==> src/rtl/lcw_stream_decompressor_assert.svh <==
// Assertion macros for the LCW stream decompressor.
`ifndef LCW_STREAM_DECOMPRESSOR_ASSERT_SVH
`define LCW_STREAM_DECOMPRESSOR_ASSERT_SVH
`ifndef SYNTHESIS
`define LCW_ASSERT_IMP(label, clk, rst_n, pre, post) \
    label: assert property (@(posedge clk) disable iff (!rst_n) (pre) |-> (post)) \
        else $error("assertion failed");
`define LCW_ASSERT_NXT(label, clk, rst_n, pre, post) \
    label: assert property (@(posedge clk) disable iff (!rst_n) (pre) |=> (post)) \
        else $error("assertion failed");
`else
`define LCW_ASSERT_IMP(label, clk, rst_n, pre, post)
`define LCW_ASSERT_NXT(label, clk, rst_n, pre, post)
`endif
`endif

==> src/rtl/lcw_pkg.sv <==
// Shared types and constants for the LCW stream decompressor.
package lcw_pkg;

    localparam int HIST_AW = 16;

    typedef enum logic [1:0] {
        KIND_BYTE    = 2'd0,
        KIND_TICK    = 2'd1,
        KIND_RESTART = 2'd2,
        KIND_NONE    = 2'd3
    } kind_t;

    typedef enum logic [2:0] {
        ST_BYTE   = 3'd0,
        ST_END    = 3'd1,
        ST_LIMIT  = 3'd2,
        ST_BADREF = 3'd3,
        ST_OVER   = 3'd4,
        ST_BUSY   = 3'd5
    } status_t;

    typedef enum logic [3:0] {
        PH_CMD      = 4'd0,
        PH_SHORT2   = 4'd1,
        PH_LIT      = 4'd2,
        PH_FILL_CL  = 4'd3,
        PH_FILL_CH  = 4'd4,
        PH_FILL_V   = 4'd5,
        PH_FILL_RUN = 4'd6,
        PH_LONG_CL  = 4'd7,
        PH_LONG_CH  = 4'd8,
        PH_SRC_L    = 4'd9,
        PH_SRC_H    = 4'd10,
        PH_COPY_RUN = 4'd11,
        PH_DONE     = 4'd12
    } phase_t;

    // Back-end operation handed across the queue
    typedef enum logic [1:0] {
        OP_WRITE = 2'd0,  // write value to history and emit
        OP_COPY  = 2'd1,  // read history at source, write and emit
        OP_STAT  = 2'd2   // emit a status only
    } op_t;

    typedef struct packed {
        op_t                 op;
        logic [7:0]          value;
        logic [HIST_AW-1:0]  addr;
        logic [HIST_AW-1:0]  src;
        logic [16:0]         length;
        status_t             status;
    } job_t;

endpackage

==> src/rtl/lcw_front.sv <==
// Command parser: decodes compressed bytes and ticks into back-end jobs.
module lcw_front (
    input  logic           clk,
    input  logic           rst_n,
    input  logic           reverse_mode,
    input  logic [16:0]    output_limit,
    input  logic           in_valid,
    output logic           in_ready,
    input  logic [1:0]     kind,
    input  logic [7:0]     byte_in,
    output logic           job_valid,
    input  logic           job_ready,
    output lcw_pkg::job_t  job
);
    import lcw_pkg::*;
    `include "lcw_stream_decompressor_assert.svh"

    phase_t      phase_reg, phase_next;
    logic [7:0]  cmd_reg, cmd_next;
    logic [15:0] run_reg, run_next;
    logic [15:0] src_reg, src_next;
    logic [16:0] idx_reg, idx_next;
    logic [7:0]  wlo_reg, wlo_next;
    logic [7:0]  fill_reg, fill_next;

    logic        fire;
    logic [16:0] limit;
    logic [17:0] end_pos;
    logic [15:0] word;
    logic        rel;
    logic [16:0] src_calc;
    logic        bad_ref;
    logic [15:0] short_run;

    assign in_ready = job_ready;
    assign fire     = in_valid && in_ready;
    assign limit    = (output_limit > 17'h10000) ? 17'h10000 : output_limit;

    always_comb
    begin
        // source word and mode for copies resolved on this byte
        if (phase_reg == PH_SHORT2)
        begin
            word = {4'd0, cmd_reg[3:0], byte_in};
            rel  = 1'b1;
        end
        else
        begin
            word = {byte_in, wlo_reg};
            rel  = reverse_mode;
        end
        short_run = {13'd0, cmd_reg[6:4]} + 16'd3;
        if (rel)
            src_calc = idx_reg - {1'b0, word};
        else
            src_calc = {1'b0, word};
        if (rel)
            bad_ref = ({1'b0, word} > idx_reg) || (word == 16'd0);
        else
            bad_ref = (src_calc >= idx_reg);
        // distance never exceeds 65536 since idx <= 65536
    end

    always_comb
    begin
        phase_next = phase_reg;
        cmd_next   = cmd_reg;
        run_next   = run_reg;
        src_next   = src_reg;
        idx_next   = idx_reg;
        wlo_next   = wlo_reg;
        fill_next  = fill_reg;
        job_valid  = 1'b0;
        job        = '0;
        job.op     = OP_STAT;
        job.status = ST_BYTE;
        end_pos    = {1'b0, idx_reg} + {2'd0, run_reg};
        if (fire)
        begin
            case (kind_t'(kind))
                KIND_RESTART:
                begin
                    phase_next = PH_CMD;
                    cmd_next = '0; run_next = '0; src_next = '0;
                    idx_next = '0; wlo_next = '0; fill_next = '0;
                end
                KIND_TICK:
                begin
                    if (phase_reg == PH_FILL_RUN || phase_reg == PH_COPY_RUN)
                    begin
                        job_valid = 1'b1;
                        job.op    = (phase_reg == PH_FILL_RUN) ? OP_WRITE : OP_COPY;
                        job.value = fill_reg;
                        job.addr  = idx_reg[HIST_AW-1:0];
                        job.src   = src_reg[HIST_AW-1:0];
                        if (phase_reg == PH_COPY_RUN)
                            src_next = src_reg + 16'd1;
                        run_next = run_reg - 16'd1;
                        if (run_reg == 16'd1)
                            phase_next = PH_CMD;
                        idx_next = idx_reg + 17'd1;
                    end
                end
                KIND_BYTE:
                begin
                    case (phase_reg)
                        PH_CMD:
                        begin
                            cmd_next = byte_in;
                            if (!byte_in[7])
                                phase_next = PH_SHORT2;
                            else if (!byte_in[6])
                            begin
                                run_next = {10'd0, byte_in[5:0]};
                                end_pos = {1'b0, idx_reg} + {12'd0, byte_in[5:0]};
                                if (byte_in[5:0] == 6'd0)
                                begin
                                    job_valid = 1'b1; job.status = ST_END;
                                    job.length = idx_reg; phase_next = PH_DONE;
                                end
                                else if (end_pos > {1'b0, limit})
                                begin
                                    job_valid = 1'b1; job.status = ST_OVER;
                                    job.length = idx_reg; phase_next = PH_DONE;
                                end
                                else
                                    phase_next = PH_LIT;
                            end
                            else if (byte_in[5:0] == 6'h3E)
                                phase_next = PH_FILL_CL;
                            else if (byte_in[5:0] == 6'h3F)
                                phase_next = PH_LONG_CL;
                            else
                            begin
                                run_next = {10'd0, byte_in[5:0]} + 16'd3;
                                phase_next = PH_SRC_L;
                            end
                        end
                        PH_SHORT2, PH_SRC_H:
                        begin
                            if (phase_reg == PH_SHORT2)
                            begin
                                run_next = short_run;
                                end_pos = {1'b0, idx_reg} + {2'd0, short_run};
                            end
                            if (phase_reg == PH_SHORT2 && end_pos > {1'b0, limit})
                            begin
                                job_valid = 1'b1; job.status = ST_LIMIT;
                                job.length = idx_reg; phase_next = PH_DONE;
                            end
                            else if (bad_ref)
                            begin
                                job_valid = 1'b1; job.status = ST_BADREF;
                                job.length = idx_reg; phase_next = PH_DONE;
                            end
                            else
                            begin
                                src_next = src_calc[15:0];
                                if (end_pos > {1'b0, limit})
                                begin
                                    job_valid = 1'b1; job.status = ST_OVER;
                                    job.length = idx_reg; phase_next = PH_DONE;
                                end
                                else if (phase_reg == PH_SHORT2 || run_reg != 16'd0)
                                    phase_next = PH_COPY_RUN;
                                else
                                    phase_next = PH_CMD;
                            end
                        end
                        PH_LIT:
                        begin
                            job_valid = 1'b1;
                            job.op    = OP_WRITE;
                            job.value = byte_in;
                            job.addr  = idx_reg[HIST_AW-1:0];
                            run_next  = run_reg - 16'd1;
                            if (run_reg == 16'd1)
                                phase_next = PH_CMD;
                            idx_next = idx_reg + 17'd1;
                        end
                        PH_FILL_CL, PH_LONG_CL, PH_SRC_L:
                        begin
                            wlo_next = byte_in;
                            phase_next = phase_t'(phase_reg + 4'd1);
                        end
                        PH_FILL_CH, PH_LONG_CH:
                        begin
                            run_next = {byte_in, wlo_reg};
                            phase_next = (phase_reg == PH_FILL_CH) ? PH_FILL_V : PH_SRC_L;
                        end
                        PH_FILL_V:
                        begin
                            fill_next = byte_in;
                            if (end_pos > {1'b0, limit})
                            begin
                                job_valid = 1'b1; job.status = ST_OVER;
                                job.length = idx_reg; phase_next = PH_DONE;
                            end
                            else
                                phase_next = (run_reg != 16'd0) ? PH_FILL_RUN : PH_CMD;
                        end
                        PH_FILL_RUN, PH_COPY_RUN:
                        begin
                            job_valid = 1'b1; job.status = ST_BUSY;
                        end
                        default:
                        begin
                        end
                    endcase
                end
                default:
                begin
                end
            endcase
        end
    end

    always_ff @(posedge clk or negedge rst_n)
    begin
        if (!rst_n)
        begin
            phase_reg <= PH_CMD;
            cmd_reg   <= '0;
            run_reg   <= '0;
            src_reg   <= '0;
            idx_reg   <= '0;
            wlo_reg   <= '0;
            fill_reg  <= '0;
        end
        else
        begin
            phase_reg <= phase_next;
            cmd_reg   <= cmd_next;
            run_reg   <= run_next;
            src_reg   <= src_next;
            idx_reg   <= idx_next;
            wlo_reg   <= wlo_next;
            fill_reg  <= fill_next;
        end
    end

    `LCW_ASSERT_IMP(a_job_needs_fire, clk, rst_n, job_valid, fire)
    `LCW_ASSERT_NXT(a_done_sticks, clk, rst_n,
        phase_reg == PH_DONE && !(fire && kind == KIND_RESTART), phase_reg == PH_DONE)
    `LCW_ASSERT_IMP(a_idx_bound, clk, rst_n, 1'b1, idx_reg <= 17'h10000)
endmodule

==> config.mk <==
export PLATFORM = sky130hd
export DESIGN_NAME = lcw_front
export DESIGN_NICKNAME = d
export VERILOG_FILES = /design/src/rtl/lcw_pkg.sv /design/src/rtl/lcw_front.sv
export VERILOG_INCLUDE_DIRS = /design/src /design/src/rtl
export SDC_FILE = /design/constraint.sdc
export NUM_CORES = 1
export LEC_CHECK = 0
export BUFFER_PORTS_ARGS = -buffer_cell sky130_fd_sc_hd__buf_2
export CORE_ASPECT_RATIO = 0.75
export CORE_MARGIN = 2
export CORE_UTILIZATION = 50
export DETAILED_ROUTE_END_ITERATION = 6
export PLACE_DENSITY = 0.73
export SKIP_LAST_GASP = 1
export SYNTH_ARGS = -nofsm -noshare
export SYNTH_HDL_FRONTEND = slang
export SYNTH_SLANG_ARGS = --single-unit
==> constraint.sdc <==
create_clock -name clk -period 15.02 [get_ports clk]
set_input_delay 1.502 -clock clk [delete_from_list [all_inputs] [get_ports clk]]
set_output_delay 1.502 -clock clk [all_outputs]
set_load 0.02 [all_outputs]
# Word-level counts from Yosys, hierarchy flattened
# Cells that the tools add are included.
# totals
ff_bits,76
input_bits,32
wordCells,156
# op_classes
n_addsub,10
n_lt_le_gt_ge,6
eq_ne,31
n_mux,78
n_reduce_logical,24
# ops
op,count
$mux 16,13
$mux 20,9
$pmux 17 s3,2
$pmux 16 s3,2
$mux 18,4
$mux 17,4
$pmux 16 s4,1
$mux 62,1
$mux 4,14
$gt 18x17->1,3
$pmux 26 s2,1
$mux 42,1
$pmux 8 s2,2
$mux 26,1
$pmux 4 s6,1
$add 17x16->18,1
$add 17x4->18,1
$add 17x6->18,1
$add 17x1->17 const B,1
$ge 17x17->1,1
$gt 16x17->1,1
$gt 17x17->1 const B,1
$sub 17x16->17,1
$add 16x1->16 const B,1
other kinds (42),81

# Longest topological paths before layout
# depth
word_depth,13
mapped_depth,33
mapped_depth_nobuf,28

# Worst setup path after synthesis
# Ideal clock, no wire load.
# synth_path
kind,register -> output
from,register phase_reg[1]
to,output port job[10] in the netlist's numbering
arrival_ns,6.050
setup_slack_ns,7.468
stages_incl_launch_ff,31
n_path_buf,5
cell_sequence,dfrtp_1 inv_1 ha_1 or3b_4 buf_6 clkbuf_1 clkbuf_1 clkbuf_1 o21ai_0 ha_1 inv_1 fa_1 inv_1 nor2_1 o31ai_1 a21boi_1 o311ai_1 nand2_1 nor2_1 xor2_1 a21oi_1 ha_1 nand4_1 nor4_1 a2111oi_0 o21ai_0 a21oi_1 o31ai_2 a21oi_2 buf_6 nor4_1
# synth_rtl
element,line,text
"start, declared",lcw_front.sv:18,"phase_t phase_reg, phase_next;"
"start signal, assigned",lcw_front.sv:232,phase_reg <= phase_next;
"end, declared",lcw_front.sv:13,output lcw_pkg::job_t job

# Worst setup path in the final report
# layout_path
from,register phase_reg[1]
to,output port job_valid
# layout_between
elab_chain_cells,12
# layout_rtl
element,line,text
"parallel branches: the longest is 10 deep, another holds $sub 17x16->17",--,
$pmux 1 s2 (*),lcw_front.sv:80,case (kind_t'(kind))
$mux 1 (*),lcw_front.sv:78,if (fire)
"end, declared",lcw_front.sv:11,"output logic job_valid,"
# Every way passes the cells marked *. The select of a mux whose other input is x is not followed.

==> results.cfg <==
[outcome]
outcome = completed

[layout]
diodes = 0
nNetsFinal = 1543
layout_common_cells = nand2_1 (153), nor2_1 (133), ha_1 (117), a21oi_1 (105), o21ai_0 (104)
drive_above_1_share_pct = 10.3
synthToLayoutAreaGrowth_pct = 8.58
largest_reg_flops = 17
final_common_cell = nand2_1

[global_route]
grt_start_max_net_pins = 72
grt_pass1_vias = 9806
gr-total-overflow = 0
track_usage_pct = 34.0
antenna_found_initial = 1
grt_pass1_wl_um = 56300

[power_and_ir_drop]
ir_worst_vdd_mv = 0.0929
powerDensity_nw_per_um2 = 144
finalPower_uw = 1560
p_leak_uw = 0.00493

[floorplanning]
initial_utilization_pct = 51.3
die_w_um = 167
dieArea_um2 = 21100
core_um2 = 19400
ios = 96
die_y_um = 126
rows = 44

[place]
gp_congestion = 0.981
dp_hpwl_um = 27700
io_buffers = 95

[synthesis]
yosysWarnings = 0
synth.cell_area_um2 = 9960
synthFlopType = dfrtp_1
synth_nets = 1511
synth_cell_types = 82
avgSynthCellArea_um2 = 7.34
yosysSeqAreaShare_pct = 19.1
synth_edf_count = 0
synth-async-reset-ratio_pct = 100
synth_cells = 1358
synth_seq_cells = 76

[cts]
post_cts_buffers = 0
cts_buffers = 9
clk-insertion-delay-late_ns = 0.35
cts_max_path_buffers = 2
path_clk_slew_ns = 0.06
cts_tree = yes
htree_num_levels = 3
cts.repair.resized = 0
cts_sinks = 76
ctsHoldBuffers = 0
cts_root_buf = clkbuf_16

[flow_run]
drv_cap = 0

[timing]
rsz0062_at_grt = no
finalSetupViolCount = 0
period_share_pct = 61.0
fmax_mhz = 109
period_minus_slack_ns = 9.16
worst_pin_slew_ns = 1.16
hold_viol_final = 0
slew-limit-headroom_pct = 22.2
fin_worst_skew_ns = 0.0150
fin_setup_tns_ns = 0
drv_slew = 0

[drt]
vias_per_cell = 6.46
wire_per_inst_um = 21.8
drt_iter0_drc = 1204
wl_um = 35900
route.detailed.drc = 0
dr_total_vias = 10633
drt-pass1-iter-count = 6
ant_nets = 0

[critical_path]
critPathKind = flop to output pin
worstPathArrival_ns = 7.66
crit-reg2reg-launch = phase_reg[1]$_DFFE_PN0P_
cp_max_fo = 58
cp_data_required_time_ns = 13.52
crit_start = phase_reg[1]$_DFFE_PN0P_
start_kind = flop
cp-end-kind = output pin

[min_path]
hp-class = flop to flop
hp-start = fill_reg[2]$_DFFE_PN0P_
-- metrics by stage --
stage	utilization, %	hold WS (ns)	std cells	setup WS (ns)	area (um2)
final	55.7	0.485	1647	5.86	10800
after CTS	55.7	0.490	1647	6.09	10800
after global routing	55.7	0.520	1647	5.15	10800
after global placement	53.9	0.464	1632	6.55	10500
after floorplan	-	0.450	1358	7.47	9960
after detailed placement	53.9	0.475	1632	6.41	10500
-- final timing paths --
kind	endpoint	slack, ns	depth (start not counted)
worst max-delay path	job_valid	5.86	25
worst min-delay path	fill_reg[2]$_DFFE_PN0P_	0.48	2
worst max register to register	src_reg[14]$_DFFE_PN0P_	7.44	26
worst min register to register	fill_reg[2]$_DFFE_PN0P_	0.48	2
max in group asynchronous	fill_reg[2]$_DFFE_PN0P_	12.91	2
min in group asynchronous	idx_reg[14]$_DFFE_PN0P_	0.95	1
-- kinds of logic (layout without fill, tap and decap cells) --
| logic type | Yosys count | after routing | share of synthesized area (%) |
|---|---|---|---|
| simple gates | 526 | 526 | 25.7 |
| compound gates | 412 | 412 | 26.3 |
| buf+inv | 134 | 170 | 5.41 |
| fa+ha+maj | 121 | 121 | 15.5 |
| xor+xnor | 78 | 78 | 6.86 |
| flops | 76 | 76 | 19.1 |
| mux | 11 | 11 | 1.13 |
-- area by class of cell --
class                      instances  area (um2)
inverter                          52         195
tap                              253         317
sequential                        76        1900
clock inverter                     6         113
clock buffer                       9         225
timing repair buffer             103         538
fill                            1900        8620
multi-input combinational       1148        7530
-- Yosys cell counts, drive strengths merged (13+ instances only) --
| library cell | number | share of area [%] |
|---|---|---|
| a21o | 33 | 2.5 |
| a21oi | 107 | 5.5 |
| a31oi | 13 | 0.82 |
| and3 | 24 | 1.5 |
| buf | 22 | 1.2 |
| clkbuf | 60 | 2.3 |
| dfrtp | 76 | 19 |
| ha | 117 | 15 |
| inv | 50 | 1.9 |
| nand2 | 153 | 5.8 |
| nand3 | 35 | 1.8 |
| nand4 | 18 | 1.1 |
| nor2 | 133 | 5.0 |
| nor2b | 29 | 1.8 |
| nor3 | 25 | 1.3 |
| nor4 | 36 | 2.3 |
| o21ai | 129 | 6.5 |
| or3 | 14 | 0.88 |
| xnor2 | 64 | 5.6 |
| xor2 | 14 | 1.2 |
-- critical path, cell delays in order, from the launching register on --
cell and delay [ns]:
dfrtp_1 0.41, inv_1 0.13, ha_1 0.49, or3b_4 0.71
o21ai_0 0.27, ha_1 0.19, inv_1 0.05, fa_1 0.40
inv_1 0.09, nor2_1 0.04, o31ai_1 0.40, a21boi_1 0.24
o311ai_1 0.53, a31oi_1 0.20, and3_1 0.23, nor3_1 0.28
ha_1 0.30, nand2_1 0.10, nor4_1 0.06, a2111oi_0 0.33
o21ai_0 0.14, a21oi_1 0.42, o31ai_2 0.14, a21oi_2 0.75
a221oi_1 0.16, buf_2 0.22
-- per-layer routing --
metal / wire (um) / share of wire (%) / vias up / GRT usage [%]
met5: 0 / 0 / - / 0
met4: 1050 / 2.9 / 0 / 10.9
met3: 4250 / 12 / 77 / 9.87
met2: 14400 / 40 / 529 / 48.1
met1: 16100 / 45 / 5009 / 49.3
li1: - / - / 5018 / -
-- where the power goes --
part | leakage [uW] | switching [uW] | internal [uW]
logic | 0.00376 | 586 | 373
clock network | 0.000166 | 97.4 | 162
registers | 0.00100 | 95.4 | 249
No activity file was read; power rests on OpenSTA's default activity.
